`src/hdl/lzwd_pkg.sv`:
```
// shared types and constants for the lz77 window decompressor
`timescale 1ns / 1ps

package lzwd_pkg;

    // history window
    localparam int WINDOW_DEPTH = 4096;
    localparam int WINDOW_AW    = $clog2(WINDOW_DEPTH);
    localparam int PC_W         = WINDOW_AW + 1;

    // stream format
    localparam int REM_W     = 24;
    localparam int LEN_W     = 5;
    localparam int MIN_MATCH = 3;
    localparam logic [7:0] FLAG_TOP = 8'h80;

    // command queue between parser and copy engine
    localparam int QUEUE_DEPTH = 4;
    localparam int QUEUE_AW    = $clog2(QUEUE_DEPTH);
    localparam int QUEUE_CW    = $clog2(QUEUE_DEPTH + 1);

    // parser phases
    typedef enum logic [2:0] {
        PH_IDLE,
        PH_HEADER,
        PH_FLAGS,
        PH_DATA,
        PH_TOKEN_LOW,
        PH_DONE
    } t_phase;

    // copy engine states
    typedef enum logic [1:0] {
        ES_IDLE,
        ES_READ,
        ES_OUT
    } t_eng_state;

    // one classified item: a literal or a back-reference
    typedef struct packed {
        logic                    is_copy;
        logic                    fresh;   // first command of a new stream
        logic                    done;    // command ends the declared size
        logic [7:0]              lit;
        logic [LEN_W-1:0]        len;
        logic [PC_W-1:0]         ref_dist;
    } t_cmd;

    // queue status towards both sides
    typedef struct packed {
        logic full;
        logic empty;
    } t_q_status;

endpackage

```
`src/hdl/lzwd_parser.sv`:
```
// front end: parses header, flag bytes and tokens into commands
`timescale 1ns / 1ps

module lzwd_parser import lzwd_pkg::*; (
    input  logic      i_clk,
    input  logic      i_rst_n,
    input  logic      i_valid,
    output logic      o_ready,
    input  logic [7:0] i_byte,
    input  logic      i_start,
    input  t_q_status i_q_status,
    output logic      o_push,
    output t_cmd      o_cmd
);

    t_phase           r_phase, n_phase;
    logic [1:0]       r_hdr_idx, n_hdr_idx;
    logic [REM_W-1:0] r_remaining, n_remaining;
    logic [7:0]       r_flags, n_flags;
    logic [2:0]       r_bit_idx, n_bit_idx;
    logic [7:0]       r_token_high, n_token_high;
    logic             r_fresh, n_fresh;

    logic             accept;
    logic [LEN_W-1:0] raw_len;
    logic [LEN_W-1:0] clip_len;
    logic [REM_W-1:0] rem_after;
    logic [REM_W-1:0] rem_hdr;

    // one beat is taken whenever the queue has room
    assign o_ready = !i_q_status.full;
    assign accept  = i_valid && o_ready;

    // token length, clipped to what is left of the stream
    assign raw_len  = LEN_W'(r_token_high[7:4]) + LEN_W'(MIN_MATCH);
    assign clip_len = (r_remaining < REM_W'(raw_len)) ? r_remaining[LEN_W-1:0] : raw_len;

    // next state and command
    always_comb begin
        n_phase      = r_phase;
        n_hdr_idx    = r_hdr_idx;
        n_remaining  = r_remaining;
        n_flags      = r_flags;
        n_bit_idx    = r_bit_idx;
        n_token_high = r_token_high;
        n_fresh      = r_fresh;
        o_push       = 1'b0;
        o_cmd        = '0;
        rem_after    = r_remaining;
        rem_hdr      = r_remaining;

        if (accept) begin
            if (i_start) begin
                n_phase      = PH_HEADER;
                n_hdr_idx    = 2'd1;
                n_remaining  = '0;
                n_flags      = '0;
                n_bit_idx    = '0;
                n_token_high = '0;
                n_fresh      = 1'b1;
            end else begin
                unique case (r_phase)
                    PH_HEADER: begin
                        // size bytes arrive low byte first after the type byte
                        unique case (r_hdr_idx)
                            2'd1:    rem_hdr = {r_remaining[23:8], i_byte};
                            2'd2:    rem_hdr = {r_remaining[23:16], i_byte, r_remaining[7:0]};
                            2'd3:    rem_hdr = {i_byte, r_remaining[15:0]};
                            default: rem_hdr = r_remaining;
                        endcase
                        n_remaining = rem_hdr;
                        if (r_hdr_idx == 2'd3) begin
                            n_hdr_idx = '0;
                            n_phase   = (rem_hdr == '0) ? PH_DONE : PH_FLAGS;
                        end else begin
                            n_hdr_idx = r_hdr_idx + 2'd1;
                        end
                    end
                    PH_FLAGS: begin
                        n_flags   = i_byte;
                        n_bit_idx = '0;
                        n_phase   = PH_DATA;
                    end
                    PH_DATA: begin
                        if ((r_flags & (FLAG_TOP >> r_bit_idx)) != '0) begin
                            n_token_high = i_byte;
                            n_phase      = PH_TOKEN_LOW;
                        end else begin
                            rem_after      = r_remaining - REM_W'(1);
                            o_push         = 1'b1;
                            o_cmd.is_copy  = 1'b0;
                            o_cmd.fresh    = r_fresh;
                            o_cmd.done     = (rem_after == '0);
                            o_cmd.lit      = i_byte;
                            o_cmd.len      = LEN_W'(1);
                            o_cmd.ref_dist = '0;
                        end
                    end
                    PH_TOKEN_LOW: begin
                        rem_after      = r_remaining - REM_W'(clip_len);
                        o_push         = 1'b1;
                        o_cmd.is_copy  = 1'b1;
                        o_cmd.fresh    = r_fresh;
                        o_cmd.done     = (rem_after == '0);
                        o_cmd.lit      = i_byte;
                        o_cmd.len      = clip_len;
                        o_cmd.ref_dist = {1'b0, r_token_high[3:0], i_byte} + PC_W'(1);
                    end
                    PH_IDLE, PH_DONE: begin
                        // bytes outside a stream are dropped
                    end
                    default: begin
                        n_phase = PH_IDLE;
                    end
                endcase

                // step to the next flag bit after a finished item
                if (o_push) begin
                    n_remaining = rem_after;
                    n_bit_idx   = r_bit_idx + 3'd1;
                    n_fresh     = 1'b0;
                    if (rem_after == '0) begin
                        n_phase = PH_DONE;
                    end else if (r_bit_idx == 3'd7) begin
                        n_phase = PH_FLAGS;
                    end else begin
                        n_phase = PH_DATA;
                    end
                end
            end
        end
    end

    // parser registers
    always_ff @(posedge i_clk) begin
        if (!i_rst_n) begin
            r_phase      <= PH_IDLE;
            r_hdr_idx    <= '0;
            r_remaining  <= '0;
            r_flags      <= '0;
            r_bit_idx    <= '0;
            r_token_high <= '0;
            r_fresh      <= 1'b0;
        end else begin
            r_phase      <= n_phase;
            r_hdr_idx    <= n_hdr_idx;
            r_remaining  <= n_remaining;
            r_flags      <= n_flags;
            r_bit_idx    <= n_bit_idx;
            r_token_high <= n_token_high;
            r_fresh      <= n_fresh;
        end
    end

endmodule

```
`config.mk`:
```
export PLATFORM = sky130hd
export DESIGN_NAME = lzwd_parser
export DESIGN_NICKNAME = d
export VERILOG_FILES = /design/src/hdl/lzwd_pkg.sv /design/src/hdl/lzwd_parser.sv
export SDC_FILE = /design/constraint.sdc
export NUM_CORES = 1
export LEC_CHECK = 0
export BUFFER_PORTS_ARGS = -buffer_cell sky130_fd_sc_hd__buf_4
export CELL_PAD_IN_SITES_DETAIL_PLACEMENT = 0
export CELL_PAD_IN_SITES_GLOBAL_PLACEMENT = 1
export CORE_ASPECT_RATIO = 1.1
export CORE_UTILIZATION = 33
export DETAILED_ROUTE_END_ITERATION = 10
export GPL_TIMING_DRIVEN = 0
export MAX_ROUTING_LAYER = met4
export PLACE_DENSITY_LB_ADDON = 0.1
export SLEW_MARGIN = 25
export SYNTH_ARGS = -nofsm -noshare
export SYNTH_HDL_FRONTEND = slang
export SYNTH_SLANG_ARGS = --single-unit
```
`constraint.sdc`:
```
create_clock -name i_clk -period 7.3 [get_ports i_clk]
set_input_delay 0.365 -clock i_clk [delete_from_list [all_inputs] [get_ports i_clk]]
set_output_delay 0.365 -clock i_clk [all_outputs]
set_load 0.01 [all_outputs]
```
==> results of run 1 <==
layer usage:
metal	GRT usage, %	vias to the layer above
met1	36.2	2826
li1	-	2727
met3	4.07	62
met5	-	-
met2	46.1	307
met4	13.0	0
flip-flops by register name, indices dropped and copies added (netlist names):
signal and cells:
r_hdr_idx 2, r_phase 3, r_bit_idx 3, r_remaining 24
r_flags 8, r_token_high 8, r_fresh 1
stage by stage:
| stage | area [um^2] | std cells | util [%] | hold WS (ns) |
|---|---|---|---|---|
| 6_report | 5870 | 941 | 38.7 | 0.504 |
| 5_1_grt | 5870 | 941 | 38.7 | 0.498 |
| 4_1_cts | 5870 | 941 | 38.7 | 0.497 |
| 3_5_place_dp | 5730 | 933 | 37.8 | 0.505 |
| 3_3_place_gp | 5730 | 933 | 37.8 | 0.502 |
| 2_1_floorplan | 5180 | 696 | - | 0.451 |
layout by cell type (no fill, tap or decap), types with 7 or more instances in the layout:
master and instances:
sky130_fd_sc_hd__nor2_1 62, sky130_fd_sc_hd__dfxtp_1 49, sky130_fd_sc_hd__nand2_1 44, sky130_fd_sc_hd__clkbuf_1 42
sky130_fd_sc_hd__buf_4 42, sky130_fd_sc_hd__nor2b_1 39, sky130_fd_sc_hd__nor3_1 33, sky130_fd_sc_hd__a22oi_1 31
sky130_fd_sc_hd__o21ai_0 29, sky130_fd_sc_hd__a21oi_1 25, sky130_fd_sc_hd__ha_1 23, sky130_fd_sc_hd__nor4_1 21
sky130_fd_sc_hd__xor2_1 20, sky130_fd_sc_hd__nand3_1 20, sky130_fd_sc_hd__inv_1 19, sky130_fd_sc_hd__and3_1 14
sky130_fd_sc_hd__a21boi_0 14, sky130_fd_sc_hd__nand4_1 12, sky130_fd_sc_hd__and2_1 11, sky130_fd_sc_hd__xnor2_1 11
sky130_fd_sc_hd__a221oi_1 9, sky130_fd_sc_hd__a221o_1 9, sky130_fd_sc_hd__buf_2 8, sky130_fd_sc_hd__or3_1 7
sky130_fd_sc_hd__a31oi_1 7, sky130_fd_sc_hd__a22o_1 7, sky130_fd_sc_hd__o41ai_1 7
worst paths after layout:
check	end	slack, ns	cells after the start
worst max-delay path	r_phase[2]$_SDFFE_PN0P_	1.14	19
worst min-delay path	r_remaining[12]$_SDFFE_PN0P_	0.50	2
worst max register to register	r_phase[2]$_SDFFE_PN0P_	1.14	19
worst min register to register	r_fresh$_SDFFE_PN0P_	0.50	2
final cells by class:
type / instances / share of cell area, %
clock inverters: 2 / 0.234
repair buffers: 41 / 5.24
plain buffers: 59 / 4.52
multi-input cells: 569 / 65.7
clock buffers: 6 / 2.19
well taps: 196 / 4.18
inverters: 19 / 1.21
flip-flops and latches: 49 / 16.7
power groups by stage:
stage / registers, W / clock network [W] / logic, W
after floorplan: 0.000278 / 0 / 0.0000725
after global placement: 0.000278 / 0 / 0.000115
after detailed placement: 0.000278 / 0 / 0.000114
after CTS: 0.000272 / 0.000249 / 0.000115
after global routing: 0.000272 / 0.000261 / 0.000125
final: 0.000272 / 0.000243 / 0.000118
cells by family (layout without fill, tap and decap cells):
kind of cell,after synthesis,after routing
adders and majority gates,24,24
muxes,5,5
DFF,49,49
AOI/OAI and AO/OA,211,211
and+or+nand+nor,298,298
buffers and inverters,78,127
xor gates and xnor gates,31,31
==> flow_metrics.tcl, run 1 <==
set metrics [dict create \
    outcome "finished, final reports clean" \
    synthCells 696 \
    core_area_um2 15200 \
    synth_xor_xnor_area_share_pct 5.25 \
    fin_worst_skew_ns 0.00924 \
    synth.area.top_cells "sky130_fd_sc_hd__dfxtp_1 (19%), sky130_fd_sc_hd__ha_1 (5.6%), sky130_fd_sc_hd__nor2b_1 (4.7%)" \
    max_slew_margin_pct 29.5 \
    achievable-frequency_mhz 162 \
    synth.area.mux_share_pct 1.14 \
    cts_num_sinks 49 \
    grt_max_degree 16 \
    drt_wl_total_um 22800 \
    worst_hold_startpoint "i_rst_n" \
    start_util_pct 34.1 \
    cpPeakStageDelay_ns 0.61 \
    cts_root_buffer "sky130_fd_sc_hd__clkbuf_16" \
    swShare_pct 31.4 \
    netlist_top_cells_count "sky130_fd_sc_hd__nor2_1 (62), sky130_fd_sc_hd__dfxtp_1 (49), sky130_fd_sc_hd__nand2_1 (44)" \
    rsz0062_at_grt "no" \
    post-route-period-util_pct 84.3 \
    nets 782 \
    crit_fanout 9 \
    post_synth_instance_area_um2 5180 \
    route.top_layer_used "met4" \
    finalCriticalPeriod_ns 6.16 \
    basic_gate_share_of_the_synthesized_area_counting_and_or_nand_and_nor_cells_pct 31.0 \
    route.detailed.wl_per_inst_um 24.2 \
    crit_family "compound AO/OA/AOI/OAI gates" \
    antenna_violations_before_repair 0 \
    detailed_place_hpwl_um 17100 \
    area.sequential_um2 981 \
    layout-drive-gt1-share_pct 12.2 \
    arrival_ns 6.40 \
    synth_nets 734 \
    main_combinational_cell_family_by_area_after_synthesis "compound AO/OA/AOI/OAI gates" \
    fp_rows 47 \
    p_clk_share_pct 38.4 \
    die-height_um 133 \
    grt_first_pass_wirelength_um 33900 \
    synth_edf_count 0 \
    globalplace.congestion 0.945 \
    synthDominantAreaCellType "sky130_fd_sc_hd__dfxtp_1" \
    synth.avg_cell_area_um2 7.44 \
    postLayoutSetupSlackWorst_ns 1.14 \
    dr.pass1.iters 8 \
    track_usage_pct 29.0 \
    tightestPinTransition_ns 1.06 \
    grt_remaining_overflow 0 \
    clock_latency_on_the_worst_skew_pair_ns 0.30 \
    crit-reg2reg-launch "r_token_high[4]$_SDFFE_PN0P_" \
    timing.critical_path.cells "inv_1 -> ha_1 -> nand3b_1 -> ha_1 -> or4_1 -> nor4_1 -> nand2_1 -> mux2i_1 -> ha_1 -> inv_1 -> fa_1 -> a211o_1 -> a311oi_1 -> o32a_4 -> o21ai_1 -> a211o_1 -> nor4_1 -> and4_1 -> o211a_1" \
    post_cts_resize_count 0 \
    timing.critical_path.from_type "register" \
    sequential_power_share_pct 43.0 \
    drv.max_cap_violation_count 0 \
    max-vdd-ir-drop_mv 0.0782 \
    synth-adder-area-share_pct 5.95 \
    fraction_of_synthesized_cell_area_taken_by_the_top_area_cell_type_pct 19.0 \
    routed-wl-met3_um 1730 \
    wl_met1_um 9470 \
    design.die.area_um2 16200 \
    route.detailed.drc 0 \
    synth-async-reset-ratio_pct 0 \
    required_ns 7.54 \
    synth_seq_cells 49 \
    port_buffers 41 \
    first_global_vias 5579 \
    synthFlopType "sky130_fd_sc_hd__dfxtp_1" \
    final-max-slew-violation-count 0 \
    timing.critical_path.to_type "register" \
    tritoncts "yes" \
    startpoint "r_token_high[4]$_SDFFE_PN0P_" \
    critical-path-top-cell-by-count "sky130_fd_sc_hd__ha_1" \
    cts.path.max_buffers 2 \
    share_of_the_synthesized_area_in_compound_gates_ao_oa_aoi_oai_pct 31.2 \
    synth.distinct_cells 87 \
    p_leak_nw 2.20 \
    signed_area_change_from_the_synthesized_netlist_to_the_final_layout_pct 13.4 \
    multiInputGateArea_um2 3860 \
    drt_iter0_drc 555 \
    path_class "reg -> reg" \
    ant_nets 0 \
    final_hold_viol_count 0 \
    num_vias 5922 \
    cts.clk_slew.worst_paths_ns 0.08 \
    timing.setup.tns_ns 0 \
    antenna_cells 0 \
    critical_path_buf_inv_count 2 \
    ioPinCount 45 \
    routed-wl-met2_um 10500 \
    power_per_cell_area_nw_per_um2 108 \
    htree_num_levels 2 \
    drt-vias-per-instance 6.29 \
    chip_width_um 121 \
    n_fill_cell 1643 \
    tritoncts.num_buffers 5 \
    worstHoldPathType "in -> reg" \
    setup-violations-final 0 \
    design_power_total_w 0.000633 \
    synth-seq-area-share_pct 19.0 \
    power.share.combinational_pct 18.6 \
    place_ws_ns 1.30 \
    yosysMostFrequentCell "sky130_fd_sc_hd__nor2_1" \
    cts_hold_buffers 0 \
    p_int_w 0.000434 \
    post-cts-setup-buffers 0 \
    p_switching_w 0.000198 \
    synthesis.yosys.warnings 0 \
    slowest_stage "sky130_fd_sc_hd__a311oi_1" \
]
No activity file was read; power rests on OpenSTA's default activity.
==> inputs of run 2 (changes only) <==
clock period = 5.73 ns   (was 7.3 ns; I/O delays follow)
==> run 2 against run 1 <==
  * Global-route usage hardly changed
  * Hold slack worse by 0.085 ns
  * First-iteration DRC count is 5.2% higher
  * Register-to-register slack worse by 0.91 ns
==> flow_metrics.tcl, run 2 (synthesis results as in run 1) <==
set metrics [dict create \
    dr.pass1.iters 5 \
    drv.max_cap_violation_count 0 \
    registers.top_by_ff_count "r_remaining" \
    grt_max_degree 16 \
    power_per_cell_area_nw_per_um2 137 \
    final_hold_viol_count 0 \
    crit-reg2reg-launch "r_token_high[4]$_SDFFE_PN0P_" \
    tightestPinTransition_ns 1.08 \
    outcome "finished, final reports clean" \
    max_slew_margin_pct 27.8 \
    num_vias 5924 \
    cts_num_sinks 49 \
    clock_latency_on_the_worst_skew_pair_ns 0.31 \
    p_int_w 0.000555 \
    drt-vias-per-instance 6.29 \
    port_buffers 41 \
    htree_num_levels 2 \
    layoutNonFillerInstCount 942 \
    register_to_register_setup_slack_ns 0.24 \
    crit_fanout 9 \
    p_clk_share_pct 38.5 \
    fp_rows 47 \
    finalCriticalPeriod_ns 5.49 \
    track_usage_pct 29.0 \
    tritoncts.num_buffers 5 \
    final-max-slew-violation-count 0 \
    timing.critical_path.cells "inv_1 -> ha_1 -> nand3b_1 -> ha_1 -> or4_1 -> nor4_4 -> nand2_2 -> mux2i_2 -> ha_2 -> inv_1 -> fa_2 -> a211o_1 -> a311oi_2 -> o32a_4 -> o21ai_1 -> a221o_1 -> nor4b_1 -> nand4_1 -> nand2_1" \
    fin_worst_skew_ns 0.0127 \
    p_switching_w 0.000258 \
    layout-drive-gt1-share_pct 13.7 \
    timing.critical_path.from_type "register" \
    cts.path.max_buffers 2 \
    die-height_um 133 \
    antenna_cells 0 \
    worst_r2r_endpoint "r_phase[0]$_SDFFE_PN0P_" \
    cts_hold_buffers 0 \
    ant_nets 0 \
    largestRegisters "r_remaining x24, r_flags x8, r_token_high x8" \
    globalplace.congestion 0.945 \
    final_area_um2 5930 \
    grt_remaining_overflow 0 \
    first_global_vias 5580 \
    largest_register_ffs 24 \
    design_power_total_w 0.000813 \
    ioPinCount 45 \
    tritoncts "yes" \
    timing.critical_path.to_type "register" \
    min_delay_path_depth 4 \
    grt_first_pass_wirelength_um 33900 \
    power.share.combinational_pct 18.8 \
    numPlacedInstances 933 \
    design.die.area_um2 16200 \
    max-vdd-ir-drop_mv 0.0992 \
    reg2reg_path_depth 19 \
    swShare_pct 31.7 \
    mostFrequentLayoutCell "sky130_fd_sc_hd__nor2_1" \
    worstHoldPathType "in -> reg" \
    drt_wl_total_um 22900 \
    critical_path_buf_inv_count 2 \
    signed_area_change_from_the_synthesized_netlist_to_the_final_layout_pct 14.5 \
    timing.setup.tns_ns 0 \
    timing.hold.worst_endpoint "r_phase[1]$_SDFFE_PN0P_" \
    cts.clk_slew.worst_paths_ns 0.08 \
    cts_root_buffer "sky130_fd_sc_hd__clkbuf_16" \
    cpPeakStageDelay_ns 0.55 \
    path_class "reg -> reg" \
    drt_iter0_drc 584 \
    achievable-frequency_mhz 182 \
    required_ns 5.98 \
    post-route-period-util_pct 95.8 \
    worst_hold_startpoint "i_valid" \
    mostFrequentLayoutCells "sky130_fd_sc_hd__nor2_1 (62), sky130_fd_sc_hd__dfxtp_1 (48), sky130_fd_sc_hd__nand2_1 (43), sky130_fd_sc_hd__buf_4 (43), sky130_fd_sc_hd__clkbuf_1 (42)" \
    route.detailed.drc 0 \
    detailed_place_hpwl_um 17100 \
    chip_width_um 121 \
    slowest_stage "sky130_fd_sc_hd__or4_1" \
    antenna_violations_before_repair 0 \
    p_leak_nw 2.22 \
    route.detailed.wl_per_inst_um 24.3 \
    rsz0062_at_grt "no" \
    nets 783 \
    sequential_power_share_pct 42.7 \
    placement.cell_area_um2 5730 \
    start_util_pct 34.1 \
    crit_family "simple AND/OR/NAND/NOR gates" \
    setup-violations-final 0 \
    arrival_ns 5.74 \
    core_area_um2 15200 \
]
==> run 2: worst max-delay path by stage <==
stage | startpoint | cells after the start | slack [ns] | endpoint
2_1_floorplan | r_token_high[4]$_SDFFE_PN0P_ | 19 | 0.97 | r_phase[2]$_SDFFE_PN0P_
3_5_place_dp | r_token_high[4]$_SDFFE_PN0P_ | 19 | -0.27 | r_phase[2]$_SDFFE_PN0P_
4_1_cts | r_token_high[4]$_SDFFE_PN0P_ | 19 | 0.002 | o_cmd[26]
3_3_place_gp | r_token_high[4]$_SDFFE_PN0P_ | 19 | -0.24 | r_phase[2]$_SDFFE_PN0P_
5_1_grt | r_token_high[4]$_SDFFE_PN0P_ | 19 | 0.08 | o_cmd[26]
6_report | r_token_high[4]$_SDFFE_PN0P_ | 19 | 0.24 | r_phase[0]$_SDFFE_PN0P_
==> run 2: final cells by class <==
type,count,area [um^2]
repair buffers,42,315
clock inverters,2,13.8
plain buffers,59,265
flip-flops and latches,49,982
inverters,19,71.3
fillers,1637,9240
multi-input cells,569,3910
well taps,196,245
clock buffers,6,129
==> run 2: layer usage <==
layer	global-route usage (%)	vias up	part of all wire, %
met5	-	-	0
met4	13.0	0	4.4
met3	4.07	58	6.9
met2	46.1	291	46
met1	36.2	2850	43
li1	-	2725	-
==> run 2: repair_timing <==
| item | 4_1_cts | 5_1_grt |
|---|---|---|
| setup endpoints to repair | 6 | 6 |
| buffers inserted | 0 | 1 |
| resized for setup | 2 | 9 |
| pin swaps | 0 | 1 |
==> run 2: worst reg2reg max path, delay by kind of cell, from the launching register on <==
kind | cells | cell delay (ns)
simple gates | 7 | 1.89
mux | 1 | 0.26
buf+inv | 2 | 0.11
compound gates | 5 | 1.71
fa+ha+maj | 4 | 1.09
flops | 1 | 0.38
==> run 2: metrics by stage <==
stage,util [%],setup WS (ns),hold slack (ns)
finish,39.1,0.238,0.418
global route,39.1,0.0843,0.420
CTS,38.8,0.00151,0.418
detailed placement,37.8,-0.270,0.505
global placement,37.8,-0.242,0.502
floorplan,-,0.965,0.451
==> run 2: power groups by stage <==
stage	Sequential, W	Clock [W]	Combinational [W]
4_1_cts	0.000347	0.000317	0.000147
2_1_floorplan	0.000354	0	0.0000923
5_1_grt	0.000347	0.000332	0.000162
3_3_place_gp	0.000355	0	0.000146
6_report	0.000347	0.000313	0.000153
3_5_place_dp	0.000355	0	0.000146
