`config.mk`:
```
export PLATFORM = sky130hd
export DESIGN_NAME = lzwd_cmd_queue
export DESIGN_NICKNAME = d
export VERILOG_FILES = /design/src/hdl/lzwd_pkg.sv /design/src/hdl/lzwd_cmd_queue.sv
export SDC_FILE = /design/constraint.sdc
export NUM_CORES = 1
export LEC_CHECK = 0
export ABC_AREA = 1
export BUFFER_PORTS_ARGS = -buffer_cell sky130_fd_sc_hd__buf_2
export CORE_MARGIN = 1
export CORE_UTILIZATION = 57
export DETAILED_ROUTE_END_ITERATION = 8
export MAX_ROUTING_LAYER = met4
export PLACE_DENSITY = 0.79
export SLEW_MARGIN = 40
export SYNTH_ARGS = -nofsm -noshare
export SYNTH_HDL_FRONTEND = slang
export SYNTH_SLANG_ARGS = --single-unit
export TNS_END_PERCENT = 10
```
`constraint.sdc`:
```
create_clock -name i_clk -period 2.75 [get_ports i_clk]
set_input_delay 0.6875 -clock i_clk [delete_from_list [all_inputs] [get_ports i_clk]]
set_output_delay 0.6875 -clock i_clk [all_outputs]
set_load 0.01 [all_outputs]
```
`src/hdl/lzwd_pkg.sv`:
```
// shared types and constants for the lz77 window decompressor
`timescale 1ns / 1ps

package lzwd_pkg;

    // history window
    localparam int WINDOW_DEPTH = 4096;
    localparam int WINDOW_AW    = $clog2(WINDOW_DEPTH);
    localparam int PC_W         = WINDOW_AW + 1;

    // stream format
    localparam int REM_W     = 24;
    localparam int LEN_W     = 5;
    localparam int MIN_MATCH = 3;
    localparam logic [7:0] FLAG_TOP = 8'h80;

    // command queue between parser and copy engine
    localparam int QUEUE_DEPTH = 4;
    localparam int QUEUE_AW    = $clog2(QUEUE_DEPTH);
    localparam int QUEUE_CW    = $clog2(QUEUE_DEPTH + 1);

    // parser phases
    typedef enum logic [2:0] {
        PH_IDLE,
        PH_HEADER,
        PH_FLAGS,
        PH_DATA,
        PH_TOKEN_LOW,
        PH_DONE
    } t_phase;

    // copy engine states
    typedef enum logic [1:0] {
        ES_IDLE,
        ES_READ,
        ES_OUT
    } t_eng_state;

    // one classified item: a literal or a back-reference
    typedef struct packed {
        logic                    is_copy;
        logic                    fresh;   // first command of a new stream
        logic                    done;    // command ends the declared size
        logic [7:0]              lit;
        logic [LEN_W-1:0]        len;
        logic [PC_W-1:0]         ref_dist;
    } t_cmd;

    // queue status towards both sides
    typedef struct packed {
        logic full;
        logic empty;
    } t_q_status;

endpackage

```
`src/hdl/lzwd_cmd_queue.sv`:
```
// short command fifo between the parser and the copy engine
`timescale 1ns / 1ps

module lzwd_cmd_queue import lzwd_pkg::*; (
    input  logic      i_clk,
    input  logic      i_rst_n,
    input  logic      i_push,
    input  t_cmd      i_cmd,
    input  logic      i_pop,
    output t_cmd      o_cmd,
    output t_q_status o_status
);

    t_cmd                r_slots [QUEUE_DEPTH];
    logic [QUEUE_AW-1:0] r_wr_ptr;
    logic [QUEUE_AW-1:0] r_rd_ptr;
    logic [QUEUE_CW-1:0] r_count;
    logic                do_push;
    logic                do_pop;

    assign o_status.full  = (r_count == QUEUE_CW'(QUEUE_DEPTH));
    assign o_status.empty = (r_count == '0);
    assign do_push        = i_push && !o_status.full;
    assign do_pop         = i_pop && !o_status.empty;
    assign o_cmd          = r_slots[r_rd_ptr];

    // storage
    always_ff @(posedge i_clk) begin
        if (do_push) begin
            r_slots[r_wr_ptr] <= i_cmd;
        end
    end

    // pointers and fill level
    always_ff @(posedge i_clk) begin
        if (!i_rst_n) begin
            r_wr_ptr <= '0;
            r_rd_ptr <= '0;
            r_count  <= '0;
        end else begin
            if (do_push) begin
                r_wr_ptr <= r_wr_ptr + QUEUE_AW'(1);
            end
            if (do_pop) begin
                r_rd_ptr <= r_rd_ptr + QUEUE_AW'(1);
            end
            if (do_push && !do_pop) begin
                r_count <= r_count + QUEUE_CW'(1);
            end else if (do_pop && !do_push) begin
                r_count <= r_count - QUEUE_CW'(1);
            end
        end
    end

endmodule

```
==> results of run 1 <==
## per-stage QoR
stage               cell area [um2]  total power, mW  instances  hold slack (ps)
finish                         6150             6.15        544              387
CTS                            6140             6.17        544              374
global route                   6150             6.42        544              368
global placement               5520             3.84        512              481
detailed placement             5520             3.88        512              505
floorplan                      5100             3.44        351              465
## Yosys cell counts, types with 4 or more instances
cell and count:
buf_2 11, dfxtp_1 9, edfxtp_1 116, ha_1 5, inv_1 15, nand2_1 15, nand3_1 4, nor2_1 43
nor2_2 9, nor2_4 20, o21ai_0 57, o22ai_1 9, o22ai_2 20
## critical path, stage by stage (launching register included)
cell and delay [ps]:
dfxtp_4 470, buf_6 310, o21ai_0 160, o22ai_1 240, buf_2 190
## per-layer routing
metal / vias up / routed length [um]
li1: 1421 / -
met1: 1478 / 3800
met2: 110 / 4850
met3: 12 / 556
met4: 0 / 126
met5: - / 0
## power groups by stage
stage	logic, mW	registers, mW	clock network, mW
after floorplan	1.02	2.42	0
after global placement	1.39	2.45	0
after detailed placement	1.42	2.46	0
after CTS	1.44	2.42	2.32
after global routing	1.57	2.45	2.40
final	1.43	2.43	2.30
## repair_timing
item                                    4_1_cts  5_1_grt
hold buffers                                  0        0
gates resized for setup                       1        5
cloned                                        0        0
endpoints found under the setup margin        2       14
## layout make-up
type | count | area [um2] | area share (%)
Sequential cell | 125 | 3670 | 59.6
Multi-Input combinational cell | 190 | 1260 | 20.6
Clock buffer | 17 | 414 | 6.73
Timing Repair Buffer | 71 | 395 | 6.43
Clock inverter | 15 | 201 | 3.28
Tap cell | 108 | 135 | 2.20
Inverter | 18 | 71.3 | 1.16
## flip-flops by register name, indices dropped and copies added (netlist names), named ones only
name and cells:
r_rd_ptr 2, r_slots 116, r_count 3, r_wr_ptr 2
## cells in the final DEF, fill, tap and decap left out, types with 9 or more instances in the layout
master / synthesis / final
edfxtp_1: 116 / 116
buf_2: 11 / 63
o21ai_0: 57 / 57
nor2_1: 43 / 39
nor2_4: 20 / 24
o22ai_2: 20 / 20
clkbuf_16: 0 / 16
nand2_1: 15 / 15
inv_1: 15 / 15
nor2_2: 9 / 9
o22ai_1: 9 / 9
## cell families after synthesis
family / count (synthesis)
adder cells (fa/ha/maj): 6
AND/OR/NAND/NOR: 92
buffers and inverters: 36
AO/OA/AOI/OAI: 91
XOR/XNOR: 1
flip-flops: 125
## worst max path at each step
stage / endpoint / from / cells after the start
floorplan: r_slots[0][0] / i_push / 2
detailed placement: r_count[1] / i_push / 8
global placement: r_count[1] / i_push / 8
finish: o_cmd[23] / register / 4
CTS: o_cmd[23] / register / 5
global route: o_cmd[25] / register / 5
==> results by group, run 1 <==
Clock tree
  • Root buffer cell: clkbuf_8
  • TritonCTS clock tree: done
  • H-Tree Level Count: 4
  • Clk slew on worst S/H paths: about 60 ps
  • Clk sinks: between 100 and 150
  • Post-CTS Setup Repair Bufs: 0
  • Clock Tree Buf Depth: 2
  • Clk_lat worst skew: between 500 and 600 ps
  • TritonCTS Buffers: 17

Drt
  • Residual DRC: 0
  • DR iter-0 viols: 173
  • First-pass DRT Iterations: 4
  • Antenna Violating Nets Remaining: 0
  • Vias per cell: about 5.6
  • Vias: a little over 3k
  • Avg WL per Cell: around 17 um
  • DRT Wirelength: ~9.3 mm

Synthesis
  • Adder-Cell Fraction of Synth Area: approximately 1.6%
  • Top_reg_cell synth: edfxtp_1
  • Compound-Gate Fraction of Synth Area: between 10% and 20%
  • Synth Register Bits: about 130
  • Mux cell area share after synthesis: 0%
  • EDFF count, synth: approximately 120
  • Main combinational cell family by area after synthesis: compound AO/OA/AOI/OAI gates
  • XOR/XNOR share of the synthesized area: less than 1%
  • Syn_area_per_cell: 14.5 um2
  • Synth top area cells: edfxtp_1, o21ai_0, o22ai_2
  • Post-synthesis sequential area ratio: between 70 and 80%
  • Synth top area share: between 60% and 70%
  • Synthesized area: around 5000 um2
  • Syn nets: 390
  • Ys async rst share: 0%
  • Yosys cell types: 23
  • Synth Area in Simple Gates: between 10 and 15%
  • Syn. warnings: 0
  • Largest area contributor in the netlist: edfxtp_1
  • Mapped Cells: between 300 and 400

STA
  • Final setup viols: 0
  • Relative slew slack: 69.1%
  • Max Slew Vio Count: 0
  • Final-report hold violation count: 0
  • Minimum period implied by the final worst setup slack: 2570 ps
  • Setup tns final: 0 ps
  • Least-Margin Pin Slew: ~460 ps
  • Upper clock frequency limit: approximately 0.4 GHz
  • RSZ-0062 raised after global routing: false
  • PnR worst setup slack: 179 ps
  • Worst Clk Skew: between 10 and 15 ps
  • Tcrit/Tclk final: between 90 and 100%

Run status
  • Status: finished clean

Power and ir drop
  • Clk network pwr share: between 30% and 40%
  • Gate power share: a little under a quarter
  • Peak supply drop: between 0.5 and 0.6 mV
  • Pwr Density: 1000 nW/um2
  • Sw Pwr: about 1.8 mW
  • Pint: around 4.4 mW
  • Pleak: 2.21 nW
  • Net Sw Frac: between 20% and 30%
  • Sequential Power Share: 39.5%

Final layout
  • Layout cells sized above 1: ~36%
  • Antenna cells: 0
  • Nets: 462
  • Fillers: about 560
  • Layout Utilization: between 70% and 80%
  • Syn-to-layout area delta: 20.6%

Floorplanning
  • Die Height: a little under 100 um
  • # IOs: 64
  • Die width: 96.6 um
  • Row count: 34
  • Core Box Area: ~8700 um2
  • Initial core utilization: about 59%
  • Die ar.: roughly 9300 um2

Worst setup path
  • Critical R2R Capture: r_count[1]
  • Kind of critical path: register to output port
  • FF-to-FF setup slack: between 600 and 700 ps
  • Startpoint Class: register
  • CP required: roughly 2100 ps
  • Reg-to-reg critical path startpoint: r_count[1]
  • Crit Path Max Fanout: 40
  • Critical path capture point type: output port
  • FF-to-FF path depth: 9
  • Worst Path Arrival: roughly 1900 ps

Placed design
  • Dpl ws: 495 ps
  • HPWL after DPL: slightly above 5 mm
  • Port-buffer cells: 63
  • GPL Wtd Cong: 0.694

Hold path
  • Hold depth: 1
  • Hold endpoint: r_slots[2][15]
  • Hold Path Class: primary input to register
  • Hold_sp: i_cmd[15]

Global routing
  • Met1 usage in global routing: between 20% and 30%
  • Vias in the first global route: 2886
  • Met3 usage: slightly above 7%
  • Gr usage total: 22.1%
  • Busiest grt layer: met2
  • Initial antenna violation count: 0
  • Pin count of the biggest net entering global routing: 41
  • First-pass GRT wire length: approximately 14 mm
  • Total grt overflow: 0
  • Met2 Use GR: between 30% and 40%

Run
  • Maxcap violations: 0
(Power assumes the default switching activity.)
==> inputs of run 2 (changes only) <==
MAX_ROUTING_LAYER = default   (was met4)
==> run 2 against run 1 <==
Net effect: sequential share of layout area is the same; count of clock-buffer cells in the layout is the same; non-clock buffer count is the same; setup slack gained 6.0 ps; first-iteration DRC count shrank 13%; maximum frequency grew 0.23%; wire length shrank 0.98%; hold slack gained 5.2 ps; clock power is essentially flat; clock skew shrank 1.0 ps; largest cell class unchanged.
==> results by group, run 2 (same netlist as run 1, synthesis figures left out) <==
Clock tree
  • H-Tree Level Count: 4
  • Root buffer cell: clkbuf_8
  • Clk_lat worst skew: about 510 ps
  • TritonCTS Buffers: 17
  • Clk sinks: around 130
  • Clock Tree Buf Depth: 2
  • Clk slew on worst S/H paths: 60 ps
  • TritonCTS clock tree: done

Global routing
  • Vias in the first global route: ~2.9k
  • Busiest grt layer: met2
  • Initial antenna violation count: 0
  • Met2 Use GR: a little over a third
  • Total grt overflow: 0
  • Met1 usage in global routing: around a quarter
  • Met3 usage: 7.59%
  • Pin count of the biggest net entering global routing: 41
  • Gr usage total: a little over a fifth
  • First-pass GRT wire length: 13.9 mm

STA
  • Final setup viols: 0
  • Setup tns final: 0 ps
  • Tcrit/Tclk final: approximately 93%
  • Worst Clk Skew: about 11 ps
  • Least-Margin Pin Slew: ~450 ps
  • Relative slew slack: between 60% and 70%
  • RSZ-0062 raised after global routing: false
  • Upper clock frequency limit: approximately 0.39 GHz
  • Max Slew Vio Count: 0
  • Minimum period implied by the final worst setup slack: roughly 2600 ps
  • Final-report hold violation count: 0
  • PnR worst setup slack: about 180 ps

Worst setup path
  • Crit path buffers/inverters: 2
  • Crit path cell chain: buf_6, o21ai_0, o22ai_1, buf_2
  • Startpoint Class: register
  • FF-to-FF path depth: 9
  • Delay-heaviest family, CP: buffers and inverters
  • Worst Path Arrival: 1880 ps
  • CP required: approximately 2100 ps
  • FF-to-FF setup slack: roughly 660 ps
  • Kind of critical path: register to output port
  • Critical path capture point type: output port
  • Largest stage delay on the critical path: ~470 ps
  • Crit Path Max Fanout: 40
  • Reg-to-reg critical path startpoint: r_count[1]
  • Critical R2R Capture: r_count[1]
  • Slowest-stage cell, CP: dfxtp_4

Floorplanning
  • Row count: 34
  • Core Box Area: slightly below 9000 um2
  • Die width: 96.6 um
  • Initial core utilization: between 50% and 60%
  • Die Height: approximately 97 um
  • # IOs: 64
  • Die ar.: 9330 um2

Final layout
  • Fillers: around 560
  • Nets: about 460
  • Max reg flops: between 100 and 150
  • Layout cells sized above 1: approximately 36%
  • Syn-to-layout area delta: 20.6%
  • Most frequent cells in the layout: edfxtp_1, buf_2, o21ai_0, nor2_1, nor2_4
  • Commonest non-fill, non-tap cell in the layout: edfxtp_1
  • Biggest register: r_slots
  • Reg area: roughly 3700 um2
  • Antenna cells: 0
  • Top Registers: r_slots: 116 flops, r_count: 3 flops
  • Multi-input gate area: 1260 um2

Run status
  • Status: finished clean

Hold path
  • Hold_sp: i_cmd[15]
  • Hold depth: 1
  • Hold Path Class: primary input to register
  • Hold endpoint: r_slots[2][15]

Drt
  • DRT Wirelength: around 9.2 mm
  • Residual DRC: 0
  • Avg WL per Cell: between 15 and 20 um
  • First-pass DRT Iterations: 4
  • Vias per cell: 5.47
  • Antenna Violating Nets Remaining: 0
  • Vias: around 3.0k
  • DR iter-0 viols: 150

Placed design
  • HPWL after DPL: roughly 5 mm
  • Port-buffer cells: 63
  • Dpl ws: approximately 490 ps
  • GPL Wtd Cong: 0.687

Power and ir drop
  • Peak supply drop: about 0.52 mV
  • Pwr Density: approximately 1000 nW/um2
  • Pleak: roughly 2.2 nW

Run
  • Maxcap violations: 0
-- run 2: what timing repair did --
item,4_1_cts,5_1_grt
setup buffers,0,0
hold endpoints to repair,0,0
hold buffers,0,0
resized for setup,1,5
endpoints found under the setup margin,2,14
-- run 2: routing by layer --
metal / routed length, um / part of all wire [%]
met1: 3650 / 40
met2: 4880 / 53
met3: 608 / 6.6
met4: 97 / 1.1
met5: 0 / 0
-- run 2: where the power goes --
group / switching (mW) / internal, mW
Clock: 0.747 / 1.54
Combinational: 0.902 / 0.522
Sequential: 0.105 / 2.32
Total: 1.75 / 4.38
-- run 2: worst reg2reg max path: cells and delay by family (launching register included) --
kind            cells  cell delay [ps]
simple gates        4              680
fa+ha+maj           2              620
flops               1              340
compound gates      1              180
buf+inv             2              170
-- run 2: how the worst max path moves through the flow --
stage / from / to / slack [ps] / cells past startpoint
after floorplan: i_push / r_slots[0][0] / 290 / 2
after global placement: i_push / r_count[1] / 550 / 8
after detailed placement: i_push / r_count[1] / 490 / 8
after CTS: register / o_cmd[23] / 30 / 5
after global routing: register / o_cmd[25] / 80 / 5
final: register / o_cmd[23] / 180 / 4
-- run 2: cell type report --
type                       count  share of cell area (%)
multi-input combinational    190                    20.6
clock inverter                15                    3.28
sequential                   125                    59.6
timing repair buffer          71                    6.43
tap                          108                    2.20
inverter                      18                    1.16
clock buffer                  17                    6.73
-- run 2: metrics by stage --
step | cells | cell area [um2] | total power [mW] | util, % | hold WS [ps]
floorplan | 351 | 5100 | 3.44 | - | 465
global placement | 512 | 5520 | 3.84 | 63.6 | 481
detailed placement | 512 | 5520 | 3.88 | 63.6 | 505
CTS | 544 | 6140 | 6.17 | 70.8 | 374
global route | 544 | 6150 | 6.42 | 70.9 | 363
finish | 544 | 6150 | 6.14 | 70.9 | 392
==> inputs of run 3 (changes only) <==
ABC_AREA = default   (was 1)
CORE_UTILIZATION = 56   (was 57)
PLACE_DENSITY = 0.78   (was 0.79)
==> run 3 against run 2 <==
Net effect: maximum frequency is 1.9% lower; sequential power hardly changed; critical path depth is 1 lower; setup slack worse by 49 ps; critical path type unchanged; critical endpoint is now o_cmd[12]; largest cell class unchanged.
==> results by group, run 3 <==
Run status
  • Status: finished clean

Global routing
  • Pin count of the biggest net entering global routing: 22
  • Gr usage total: 21.7%
  • Total grt overflow: 0
  • Initial antenna violation count: 0
  • Vias in the first global route: 2409
  • First-pass GRT wire length: between 10 and 15 mm

Synthesis
  • Most frequent cell after synthesis: edfxtp_1
  • Mapped Cells: around 200
  • Syn. warnings: 0
  • Syn nets: ~240
  • EDFF count, synth: 116
  • Synthesized area: roughly 4700 um2
  • Post-synthesis sequential area ratio: 78.4%
  • Commonest cells post-synth: edfxtp_1, mux4_2, dfxtp_1
  • Synth Register Bits: 125
  • Synth top area share: between 70% and 80%
  • Largest area contributor in the netlist: edfxtp_1
  • Synth top area cells: edfxtp_1, mux4_2, dfxtp_1
  • Syn_area_per_cell: around 23 um2
  • Yosys cell types: 25
  • Top_reg_cell synth: edfxtp_1
  • Ys async rst share: 0%

Final layout
  • Nets: between 300 and 400
  • Reg area: ~3700 um2
  • Syn-to-layout area delta: 22.4%
  • Layout cells sized above 1: a little under half
  • Design area: approximately 5700 um2
  • Max reg flops: between 100 and 150
  • Most frequent cells in the layout: edfxtp_1, buf_2, mux4_2, clkbuf_16, dfxtp_1
  • Antenna cells: 0
  • Top Registers: r_slots: 116 flops, r_count: 3 flops
  • Fillers: approximately 450
  • Multi-input gate area: about 940 um2
  • Commonest non-fill, non-tap cell in the layout: edfxtp_1
  • Biggest register: r_slots

Clock tree
  • Clk slew on worst S/H paths: 60 ps
  • TritonCTS Buffers: 17
  • Post-cts resize count: 0
  • TritonCTS clock tree: done
  • Post-CTS Setup Repair Bufs: 0
  • Clock Tree Buf Depth: 2
  • Root buffer cell: clkbuf_8
  • H-Tree Level Count: 4
  • Clk sinks: about 130
  • Clk_lat worst skew: between 500 and 600 ps
  • Cts hold-fix bufs: 0

Power and ir drop
  • Net Sw Frac: between 20% and 30%
  • Total Power: approximately 5.6 mW
  • Gate power share: a little over a fifth
  • Pint: roughly 4.1 mW
  • Sw Pwr: 1.53 mW
  • Sequential Power Share: between 40% and 50%
  • Pwr Density: ~980 nW/um2
  • Clk network pwr share: 34.7%
  • Peak supply drop: between 0.5 and 0.6 mV
  • Pleak: about 2.0 nW

STA
  • Tcrit/Tclk final: a little over nine tenths
  • Upper clock frequency limit: around 0.38 GHz
  • Minimum period implied by the final worst setup slack: ~2600 ps
  • Least-Margin Pin Slew: between 500 and 600 ps
  • Setup tns final: 0 ps
  • Worst Clk Skew: 4.89 ps
  • Final-report hold violation count: 0
  • Max Slew Vio Count: 0
  • Relative slew slack: approximately 65%
  • Min Hold Slack: 389 ps
  • RSZ-0062 raised after global routing: false
  • Final setup viols: 0

Placed design
  • GPL Wtd Cong: 0.664
  • Area after DPL: about 5200 um2
  • Port-buffer cells: between 60 and 70

Worst setup path
  • CP required: 2060 ps
  • Critical path capture point type: output port
  • FF-to-FF path depth: 8
  • Worst Path Arrival: 1930 ps
  • Slowest-stage cell, CP: dfxtp_2
  • Largest stage delay on the critical path: 660 ps
  • Startpoint Class: register
  • Crit path cell chain: buf_4, mux4_2, buf_2
  • Kind of critical path: register to output port
  • Crit Path Max Fanout: 20

Floorplanning
  • Row count: 32
  • Die Height: just over 90 um
  • Core Box Area: about 8000 um2
  • # IOs: 64
  • Die width: slightly above 90 um
  • Initial core utilization: 59.3%
  • Die ar.: slightly below 9000 um2

Drt
  • DRT Wirelength: 8.11 mm
  • Vias: around 2.2k
  • DR iter-0 viols: 158
  • Antenna Violating Nets Remaining: 0
  • Vias per cell: around 5.5
  • Avg WL per Cell: roughly 20 um
  • Residual DRC: 0
  • First-pass DRT Iterations: 4

Hold path
  • Hold Path Class: primary input to register
  • Hold depth: 1

Run
  • Maxcap violations: 0
[run 3: cell count changes after synthesis, moves of 9 or more]
cell,delta
nand2_1,-11
nor2_1,-43
o21ai_0,-56
mux4_2,+28
o22ai_1,-9
o22ai_2,-20
inv_1,-12
nor2_2,-9
nor2_4,-20
[run 3: power groups by stage]
stage,clock (mW),sequential [mW],combinational (mW)
2_1_floorplan,0,2.42,0.852
3_3_place_gp,0,2.45,1.22
3_5_place_dp,0,2.47,1.24
4_1_cts,1.98,2.44,1.25
5_1_grt,2.05,2.46,1.33
6_report,1.94,2.44,1.22
[run 3: critical path, delay by kind of cell (launching register included)]
| kind | cells | cell delay [ps] |
|---|---|---|
| flops | 1 | 660 |
| mux | 1 | 320 |
| buf+inv | 2 | 430 |
[run 3: cell families (layout without fill, tap and decap cells)]
| kind of cell | count (synthesis) | after routing | synth area share [%] |
|---|---|---|---|
| flops | 125 | 125 | 78.4 |
| mux | 32 | 32 | 14.7 |
| xor+xnor | 4 | 4 | 0.749 |
| fa+ha+maj | 6 | 6 | 1.77 |
| simple gates | 17 | 17 | 2.17 |
| compound gates | 4 | 4 | 0.722 |
| buf+inv | 11 | 107 | 1.55 |
[run 3: layout make-up]
type                            count  area share, %
Multi-Input combinational cell     63           16.5
Sequential cell                   125           64.0
Tap cell                          102           2.23
Clock inverter                     15           2.01
Inverter                            3          0.197
Timing Repair Buffer               72           7.78
Clock buffer                       17           7.23
[run 3: worst paths after layout]
check | startpoint | endpoint | slack (ps)
min | i_cmd[0] | r_slots[0][0] | 390
max reg2reg | r_count[1] | r_count[2] | 630
min reg2reg | r_wr_ptr[1] | r_wr_ptr[1] | 510
max | register | o_cmd[12] | 140
[run 3: per-layer routing]
| layer | track usage [%] | up-vias | wire length, um |
|---|---|---|---|
| met5 | 0 | - | 0 |
| met3 | 5.85 | 10 | 448 |
| li1 | - | 997 | - |
| met4 | 9.62 | 0 | 103 |
| met1 | 25.9 | 1116 | 3170 |
| met2 | 37.2 | 78 | 4390 |
[run 3: through the flow]
step,cells,utilization (%),setup WS (ps)
after global placement,365,65.9,549
after global routing,397,72.6,41.4
final,397,72.6,135
after floorplan,199,-,564
after detailed placement,365,65.9,422
after CTS,397,72.6,83.4
